[src/hw/rtl/sfr_pkg.sv]
// ----------------------------------------------------------------------------
// sfr_pkg
// Shared constants, codes and types of the session fanout relay table.
// ----------------------------------------------------------------------------
package sfr_pkg;

    localparam int SESSION_SLOTS = 16;
    localparam int MEMBER_SLOTS  = 8;
    localparam int SW = $clog2(SESSION_SLOTS);
    localparam int MW = $clog2(MEMBER_SLOTS);
    localparam int AW = SW + MW;

    localparam logic CMD_JOIN    = 1'b0;
    localparam logic CMD_FORWARD = 1'b1;

    typedef enum logic [2:0] {
        ST_READDR     = 3'd0,
        ST_RENAMED    = 3'd1,
        ST_INSERTED   = 3'd2,
        ST_NO_SESSION = 3'd3,
        ST_NO_MEMBER  = 3'd4,
        ST_FORWARDED  = 3'd5,
        ST_UNKNOWN    = 3'd6
    } t_status;

    typedef enum logic [3:0] {
        S_IDLE,
        S_SSCAN,
        S_SNEW,
        S_JP,
        S_JA,
        S_JF,
        S_FWD,
        S_EMIT,
        S_DONE
    } t_state;

    // controller commands to datapath
    typedef struct packed {
        logic          load;
        logic          sidx_clr;
        logic          sidx_inc;
        logic          midx_clr;
        logic          midx_inc;
        logic          rd;
        logic          sess_new;
        logic          set_addr;
        logic          set_player;
        logic          set_used;
        logic          out_load;
        logic          out_valid;
        logic          out_last;
        t_status       out_status;
    } t_cmd;

    // datapath status to controller
    typedef struct packed {
        logic          is_fwd;
        logic          sidx_end;
        logic          sess_hit;
        logic          rd_ok;      // read data of the current slot is valid
        logic          found_free;
        logic          midx_end;
        logic          rd_used;
        logic          rd_player_eq;
        logic          rd_addr_eq;
        logic          out_busy;
    } t_stat;

endpackage

[src/hw/rtl/sfr_ctrl.sv]
// ----------------------------------------------------------------------------
// sfr_ctrl
// Sequencer: session scan, member scans for join and forward, result issue.
// ----------------------------------------------------------------------------
module sfr_ctrl (
    input  logic          i_clk,
    input  logic          i_rst_n,
    input  logic          i_in_valid,
    output logic          o_in_ready,
    input  sfr_pkg::t_stat i_stat,
    output sfr_pkg::t_cmd  o_cmd
);
    import sfr_pkg::*;

    t_state r_state, n_state;
    logic   r_pend, n_pend;   // held destination not yet issued

    // state register
    always_ff @(posedge i_clk) begin
        if (!i_rst_n) begin
            r_state <= S_IDLE;
            r_pend  <= 1'b0;
        end else begin
            r_state <= n_state;
            r_pend  <= n_pend;
        end
    end

    // next state and commands
    always_comb begin
        n_state = r_state;
        n_pend  = r_pend;
        o_cmd   = '0;
        o_cmd.out_status = ST_FORWARDED;
        o_in_ready = 1'b0;
        case (r_state)
            S_IDLE: begin
                o_in_ready = 1'b1;
                if (i_in_valid) begin
                    o_cmd.load     = 1'b1;
                    o_cmd.sidx_clr = 1'b1;
                    n_pend  = 1'b0;
                    n_state = S_SSCAN;
                end
            end
            // one session slot a cycle
            S_SSCAN: begin
                o_cmd.midx_clr = 1'b1;
                if (i_stat.sess_hit) begin
                    n_state = i_stat.is_fwd ? S_FWD : S_JP;
                end else if (i_stat.sidx_end) begin
                    if (i_stat.is_fwd) begin
                        if (!i_stat.out_busy) begin
                            o_cmd.out_load   = 1'b1;
                            o_cmd.out_last   = 1'b1;
                            o_cmd.out_status = ST_UNKNOWN;
                            n_state = S_IDLE;
                        end
                    end else if (i_stat.found_free) begin
                        n_state = S_SNEW;
                    end else if (!i_stat.out_busy) begin
                        o_cmd.out_load   = 1'b1;
                        o_cmd.out_last   = 1'b1;
                        o_cmd.out_status = ST_NO_SESSION;
                        n_state = S_IDLE;
                    end
                end else begin
                    o_cmd.sidx_inc = 1'b1;
                end
            end
            S_SNEW: begin
                o_cmd.sess_new = 1'b1;
                o_cmd.midx_clr = 1'b1;
                n_state = S_JP;
            end
            // join: player match pass
            S_JP: begin
                o_cmd.rd = 1'b1;
                if (!i_stat.rd_ok) begin
                    n_state = S_JP;
                end else if (i_stat.rd_used && i_stat.rd_player_eq) begin
                    if (!i_stat.out_busy) begin
                        o_cmd.set_addr   = 1'b1;
                        o_cmd.out_load   = 1'b1;
                        o_cmd.out_last   = 1'b1;
                        o_cmd.out_status = ST_READDR;
                        n_state = S_IDLE;
                    end
                end else if (i_stat.midx_end) begin
                    o_cmd.midx_clr = 1'b1;
                    n_state = S_JA;
                end else begin
                    o_cmd.midx_inc = 1'b1;
                end
            end
            // join: address match pass
            S_JA: begin
                o_cmd.rd = 1'b1;
                if (!i_stat.rd_ok) begin
                    n_state = S_JA;
                end else if (i_stat.rd_used && i_stat.rd_addr_eq) begin
                    if (!i_stat.out_busy) begin
                        o_cmd.set_player = 1'b1;
                        o_cmd.out_load   = 1'b1;
                        o_cmd.out_last   = 1'b1;
                        o_cmd.out_status = ST_RENAMED;
                        n_state = S_IDLE;
                    end
                end else if (i_stat.midx_end) begin
                    o_cmd.midx_clr = 1'b1;
                    n_state = S_JF;
                end else begin
                    o_cmd.midx_inc = 1'b1;
                end
            end
            // join: first free slot
            S_JF: begin
                o_cmd.rd = 1'b1;
                if (!i_stat.rd_ok) begin
                    n_state = S_JF;
                end else if (!i_stat.rd_used) begin
                    if (!i_stat.out_busy) begin
                        o_cmd.set_used   = 1'b1;
                        o_cmd.set_addr   = 1'b1;
                        o_cmd.set_player = 1'b1;
                        o_cmd.out_load   = 1'b1;
                        o_cmd.out_last   = 1'b1;
                        o_cmd.out_status = ST_INSERTED;
                        n_state = S_IDLE;
                    end
                end else if (i_stat.midx_end) begin
                    if (!i_stat.out_busy) begin
                        o_cmd.out_load   = 1'b1;
                        o_cmd.out_last   = 1'b1;
                        o_cmd.out_status = ST_NO_MEMBER;
                        n_state = S_IDLE;
                    end
                end else begin
                    o_cmd.midx_inc = 1'b1;
                end
            end
            // forward: request one member read
            S_FWD: begin
                o_cmd.rd = 1'b1;
                n_state = S_EMIT;
            end
            // forward: memory data valid; hold candidate to learn last
            S_EMIT: begin
                if (i_stat.rd_used && !i_stat.rd_addr_eq) begin
                    if (r_pend) begin
                        if (!i_stat.out_busy) begin
                            o_cmd.out_load  = 1'b1;
                            o_cmd.out_valid = 1'b1;
                            n_pend = 1'b1;
                            o_cmd.set_player = 1'b1; // latch new candidate
                            n_state = i_stat.midx_end ? S_DONE : S_FWD;
                            o_cmd.midx_inc = !i_stat.midx_end;
                        end
                    end else begin
                        n_pend = 1'b1;
                        o_cmd.set_player = 1'b1;
                        n_state = i_stat.midx_end ? S_DONE : S_FWD;
                        o_cmd.midx_inc = !i_stat.midx_end;
                    end
                end else begin
                    n_state = i_stat.midx_end ? S_DONE : S_FWD;
                    o_cmd.midx_inc = !i_stat.midx_end;
                end
            end
            // forward: final result
            S_DONE: begin
                if (!i_stat.out_busy) begin
                    o_cmd.out_load  = 1'b1;
                    o_cmd.out_last  = 1'b1;
                    o_cmd.out_valid = r_pend;
                    n_pend  = 1'b0;
                    n_state = S_IDLE;
                end
            end
            default: n_state = S_IDLE;
        endcase
    end

    // a forward result issued before the end always had a held candidate
    a_pend: assert property (@(posedge i_clk) disable iff (!i_rst_n)
        (r_state == S_EMIT && o_cmd.out_load) |-> r_pend)
        else $error("issue without held destination");
    a_idle_ready: assert property (@(posedge i_clk) disable iff (!i_rst_n)
        o_in_ready |-> r_state == S_IDLE)
        else $error("ready outside idle");
    a_done: assert property (@(posedge i_clk) disable iff (!i_rst_n)
        (r_state == S_DONE && o_cmd.out_load) |=> r_state == S_IDLE)
        else $error("done did not return to idle");

endmodule

[config.mk]
export PLATFORM = sky130hd
export DESIGN_NAME = sfr_ctrl
export DESIGN_NICKNAME = d
export VERILOG_FILES = /design/src/hw/rtl/sfr_pkg.sv /design/src/hw/rtl/sfr_ctrl.sv
export SDC_FILE = /design/constraint.sdc
export NUM_CORES = 1
export LEC_CHECK = 0
export ABC_AREA = 1
export BUFFER_PORTS_ARGS = -buffer_cell sky130_fd_sc_hd__buf_4
export CAP_MARGIN = 20
export CORE_UTILIZATION = 53
export DETAILED_ROUTE_END_ITERATION = 8
export GPL_TIMING_DRIVEN = 1
export HOLD_SLACK_MARGIN = 0.12
export PLACE_DENSITY = 0.92
export SETUP_SLACK_MARGIN = 0.2
export SYNTH_ARGS = -nofsm -noshare
export SYNTH_HDL_FRONTEND = slang
export SYNTH_SLANG_ARGS = --single-unit
export TNS_END_PERCENT = 50
[constraint.sdc]
create_clock -name i_clk -period 3.7 [get_ports i_clk]
set_input_delay 0.74 -clock i_clk [delete_from_list [all_inputs] [get_ports i_clk]]
set_output_delay 0.74 -clock i_clk [all_outputs]
set_load 0.05 [all_outputs]
==> summary.md, run 1 <==
| Metric | Value |
|---|---|
| Status | `complete, no violations` |
| Multi-input gate area | `between 600 and 700 µm²` |
| RSZ-0062 raised after global routing | `false` |
| Port bufs | `29` |
| Worst slew pin tran | `around 460 ps` |
| Layout Skew | `between 0.7 and 0.8 ps` |
| Worst Path Max Fanout | `10` |
| Synth warn | `0` |
| Worst Hold Class | `reg -> reg` |
| Filler instances | `~140` |
| Global-route wire length before repair | `4.43 mm` |
| Post-route DRC | `0` |
| Final GP Congestion | `around 0.93` |
| Worst relative slew slack | `between 60% and 70%` |
| Seq/Total Area, Yosys | `between 10 and 15%` |
| H-tree depth | `1` |
| Main synth FF type | `dfxtp_1` |
| Hold-fix buffers, CTS | `0` |
| Num CTS Buffers | `3` |
| Setup TNS | `0 ps` |
| Max-cap check violation count | `0` |
| Overall routing resource usage | `between 30% and 40%` |
| Synthesized instance count | `between 150 and 200` |
| Via-to-Cell Ratio | `5.71` |
| Met3 usage | `8.09%` |
| Post-CTS Resized | `0` |
| Final cell count without fillers | `approximately 220` |
| Die height | `42.7 µm` |
| Most common cell in the netlist | `nand2_1` |
| Core ar. | `about 1500 µm²` |
| FMAX | `between 300 and 400 MHz` |
| CP Launch Type | `register` |
| Vias in the first global route | `about 1.1k` |
| Period minus WS final | `2580 ps` |
| Final hold slack | `approximately 520 ps` |
| Setup Buffers After CTS | `0` |
| N_diodes | `0` |
| List of most frequent post-synthesis cells | `58 x nand2_1, 26 x inv_1, 23 x nor2_1` |
| Fraction of layout cells with a size suffix above 1 | `a little over a fifth` |
| Max VDD drop | `0.000350 V` |
| Crit path required time | `about 3000 ps` |
| Sink Count | `5` |
| Pwr Density | `709 nW/µm²` |
| Register area | `100 µm²` |
| Area growth, synth to finish | `27.9%` |
| Syn Nets | `between 150 and 200` |
| Post-synth EDFFs | `0` |
| Busiest grt layer | `met2` |
| Post-synth top area cell | `nand2_1` |
| CTS tree | `yes` |
| Placed Cells | `roughly 220` |
| Post-synthesis cell area | `between 800 and 900 µm²` |
| Initial Util | `57.7%` |
| Grt ovf | `0` |
| CTS root buf | `clkbuf_4` |
| Met2 Usage GRT | `51.8%` |
| DR WL/cell | `12.3 µm` |
| Critical Path End Type | `output pin` |
| Die footprint | `1830 µm²` |
| I/O pin count | `30` |
| Mean Syn Cell Area | `between 4 and 5 µm²` |
| First-pass DRT Iterations | `4` |
| #FFs+latches synth | `5` |
| CP Class | `reg -> out` |
| Die W | `about 43 µm` |
| Synth cell types | `24` |
| Yosys top cell area share | `24.8%` |
| GR Util met1 | `~39%` |
| Clock transition at the registers of the reported paths | `around 50 ps` |
| Fin util | `approximately 74%` |
| Initial antenna violation count | `0` |
| Synth area leaders | `nand2_1 25%, nand3_1 12%, dfxtp_1 11%` |
| Detailed Place HPWL | `~2.2 mm` |
| Final hold vios | `0` |
| Worst skew pair latency | `about 260 ps` |
| Setup violators final | `0` |
| Largest net degree at the start of global routing | `11` |
| Via count | `about 1.3k` |
| CP arrival | `approximately 1800 ps` |
| Async set or reset register ratio after synthesis | `0%` |
| Period utilization | `a little over two thirds` |
| Post-layout power | `~0.8 mW` |
| Detailed Route WL | `about 2.7 mm` |
| Max-slew violation count | `0` |
| CTS Buffer Depth | `2` |
| Post-DRT Antenna Nets | `0` |
| Std-Cell Rows | `14` |
| DRT iter0 DRCs | `between 70 and 80` |
| Nets | `between 200 and 250` |
| P_leak | `approximately 0.63 nW` |
-- per-stage QoR --
stage	instance area (µm²)	setup WS, ps
after floorplan	880	570
after global placement	1100	1180
after detailed placement	1100	1140
after CTS	1120	1120
after global routing	1120	932
final	1120	1120
-- worst max-delay path: stages (launching register included) --
cell and delay (ps):
dfxtp_1 600, nand2_2 170, nor2_2 260, o21ai_0 130, nand2_1 80, inv_1 50
o2111ai_1 70, buf_4 230
-- cells in the final DEF (no fill, tap or decap), drive strengths merged --
master   instances
nor2            29
a211oi           1
a211o            1
o211ai           2
nand2           61
o21ai            4
nor3             3
clkbuf           4
nand4            4
o22ai            2
nand3           22
or2              1
inv             27
nor4             1
dfxtp            5
clkinv           1
a21oi            7
buf             29
o2111ai          2
-- cells by family (layout without fill, tap and decap cells) --
logic type | after synthesis | after routing | synth area share [%]
AO/OA/AOI/OAI | 19 | 19 | 13.2
flip-flops | 5 | 5 | 11.4
buffers and inverters | 31 | 61 | 14.2
AND/OR/NAND/NOR | 121 | 121 | 61.2
-- where the power goes --
group          total, mW  leakage, nW  switching (mW)  internal [mW]
Sequential         0.100       0.0407          0.0335         0.0665
Clock             0.0693       0.0150          0.0282         0.0411
Combinational      0.628        0.579           0.445          0.183
-- final timing paths --
check                    end  slack [ps]  cells after the start  startpoint
setup reg to reg  r_state[0]        2130                      8  r_state[1]
hold / removal    r_state[2]         520                      2  r_state[2]
setup / recovery    o_cmd[2]        1120                      7  r_state[1]
hold reg to reg   r_state[2]         520                      2  r_state[2]
-- sequential cells by signal, summed over array words and instances (netlist names) --
signal,flops
r_state,4
r_pend,1
-- layout make-up --
| cell class | count | area share, % |
|---|---|---|
| tap | 16 | 1.78 |
| timing repair buffer | 29 | 19.4 |
| sequential | 5 | 8.90 |
| multi-input combinational | 140 | 58.2 |
| clock buffer | 4 | 2.34 |
| inverter | 28 | 9.45 |
-- routing by layer --
metal	share of wire, %	vias up
met2	46	66
met1	42	563
met4	2.4	0
met3	9.3	9
li1	-	630
met5	0	-
(Power assumes the default switching activity.)
==> run 2: changes to the inputs <==
Settings changed: CORE_UTILIZATION 53 to 50, PLACE_DENSITY 0.92 to 0.88.
Clock period 3.7 ns to 2.4 ns, I/O delays scaled along.
==> run 2 against run 1 <==
Net effect: the run now ends with DRC left; worst hold slack got worse by 12 ps; via count up 1.4%; die area up 5.7%; critical path type unchanged; critical endpoint is now o_cmd[5]; largest power group unchanged.
==> summary.md, run 2 (same netlist as run 1, synthesis figures left out) <==
| Metric | Value |
|---|---|
| Commonest non-fill, non-tap cells in the layout | `57 x nand2_1, 30 x buf_4, 26 x inv_1` |
| Detailed Route WL | `between 2 and 3 mm` |
| Global-route wire length before repair | `between 4 and 5 mm` |
| Biggest register | `r_state` |
| Critical Path End Type | `output pin` |
| DRT iter0 DRCs | `66` |
| Worst R2R Start | `r_state[3]` |
| Sw frac | `63.3%` |
| CTS Buffer Depth | `2` |
| Final hold vios | `0` |
| Overall routing resource usage | `around 33%` |
| Multi-input gate area | `711 µm²` |
| Failing checks | `DRC` |
| Worst relative slew slack | `about four fifths` |
| Status | `finished, violations left` |
| Max-cap check violation count | `0` |
| Filler instances | `141` |
| Initial antenna violation count | `0` |
| Sink Count | `5` |
| N_diodes | `0` |
| Largest net degree at the start of global routing | `10` |
| Num CTS Buffers | `3` |
| Die footprint | `roughly 1900 µm²` |
| Power Internal | `approximately 0.47 mW` |
| Std-Cell Rows | `14` |
| Pwr Density | `roughly 1100 nW/µm²` |
| CP Class | `reg -> out` |
| Via-to-Cell Ratio | `5.77` |
| Crit path required time | `approximately 1900 ps` |
| Hold Crit Endpoint | `r_state[3]` |
| Post-DRT Antenna Nets | `0` |
| Worst skew pair latency | `250 ps` |
| Core ar. | `~1600 µm²` |
| Final GP Congestion | `0.891` |
| Post-layout power | `1.28 mW` |
| Setup TNS | `0 ps` |
| Max reg flops | `4` |
| Setup violators final | `0` |
| Combinational power share | `80.2%` |
| Die W | `approximately 44 µm` |
| Grt ovf | `0` |
| Worst slew pin tran | `between 200 and 300 ps` |
| Period utilization | `89.0%` |
| Period minus WS final | `~2100 ps` |
| Via count | `1,286` |
| Setup Buffers After CTS | `0` |
| Min-delay src | `i_stat[4]` |
| CTS root buf | `clkbuf_4` |
| Nets | `about 220` |
| Min-Delay Path Depth | `3` |
| CP Launch Type | `register` |
| Port bufs | `29` |
| Worst Path Max Fanout | `7` |
| Max VDD drop | `0.000734 V` |
| Die height | `43.9 µm` |
| Clock share of power | `about 8.1%` |
| Detailed Place HPWL | `about 2.3 mm` |
| CTS tree | `yes` |
| Clock transition at the registers of the reported paths | `around 50 ps` |
| Setup slack, reg-to-reg | `just under 1000 ps` |
| Worst Reg-to-Reg Cells | `9` |
| RSZ-0062 raised after global routing | `true` |
| H-tree depth | `1` |
| FMAX | `468 MHz` |
| Fraction of layout cells with a size suffix above 1 | `29.0%` |
| P_leak | `approximately 0.64 nW` |
| Flop pwr share | `roughly an eighth` |
| Commonest non-fill, non-tap cell in the layout | `nand2_1` |
| Vias in the first global route | `1,122` |
| Worst slack, placed | `between 300 and 400 ps` |
| Final worst slack | `roughly 260 ps` |
| Placed Cells | `219` |
| Max-slew violation count | `0` |
| Layout Skew | `between 1.5 and 2 ps` |
| Register area | `105 µm²` |
| First-pass DRT Iterations | `7` |
| Initial Util | `55.8%` |
| DR WL/cell | `approximately 13 µm` |
| I/O pin count | `30` |
| Reg-to-Reg End | `r_state[2]` |
| Worst Hold Class | `in -> reg` |
| P_sw | `0.812 mW` |
| Area growth, synth to finish | `35.7%` |
| Regs by FF count | `r_state (4), r_pend (1)` |
| Final cell count without fillers | `roughly 220` |
| CP arrival | `between 1500 and 2000 ps` |
| Post-route DRC | `3` |
==> run 2: cell types whose count changed in the layout (fill, tap and decap cells not counted), moves of 4 or more <==
cell,delta
dfxtp_1,-4
dfxtp_2,+4
nor2_1,-4
nor2_4,+4
==> run 2: metal layers <==
layer	vias to the layer above	global-route usage [%]	wire length, µm
met1	571	40.3	1180
li1	633	-	-
met3	9	8.33	268
met5	-	0	0
met2	73	57.9	1400
met4	0	6.67	44
==> run 2: critical path, stage by stage, from the launching register on <==
cell     delay (ps)
dfxtp_2         430
nand2_2         140
nor2_2          210
nand2_1         120
inv_1           100
nand3_1          90
nand4_1         110
buf_4           200
==> run 2: worst max path at each step <==
stage / from / end / slack, ps / cells after the start
finish: r_state[0] / o_cmd[5] / 260 / 7
global route: r_state[0] / o_cmd[5] / 150 / 7
CTS: r_state[2] / o_cmd[5] / 150 / 6
detailed placement: i_stat[6] / o_cmd[5] / 310 / 8
global placement: i_stat[6] / o_cmd[5] / 400 / 8
floorplan: i_stat[0] / o_cmd[1] / 140 / 4
==> run 2: power by group through the flow <==
stage	clock network (mW)	registers (mW)	logic, mW
2_1_floorplan	0	0.129	0.761
3_3_place_gp	0	0.146	0.982
3_5_place_dp	0	0.146	0.999
4_1_cts	0.107	0.147	1.00
5_1_grt	0.118	0.156	1.10
6_report	0.104	0.151	1.03
==> run 2: timing repair <==
| item | in CTS | in global routing |
|---|---|---|
| hold buffers | 0 | 0 |
| gates resized for setup | 1 | 12 |
| gates cloned | 0 | 0 |
| setup endpoints to repair | 5 | 9 |
| pin swaps | 0 | 0 |
==> run 2: final cells by class <==
| class | instances | share of cell area [%] |
|---|---|---|
| Multi-Input combinational cell | 140 | 59.5 |
| Timing Repair Buffer | 30 | 18.9 |
| Inverter | 28 | 8.91 |
| Sequential cell | 5 | 8.81 |
| Clock buffer | 4 | 2.20 |
| Tap cell | 16 | 1.68 |
==> run 2: per-stage QoR <==
| stage | hold slack, ps | cell area [µm²] | util, % |
|---|---|---|---|
| after floorplan | 479 | 900 | - |
| after global placement | 500 | 1130 | 71.4 |
| after detailed placement | 508 | 1130 | 71.4 |
| after CTS | 515 | 1150 | 73.2 |
| after global routing | 516 | 1190 | 75.7 |
| final | 511 | 1190 | 75.7 |
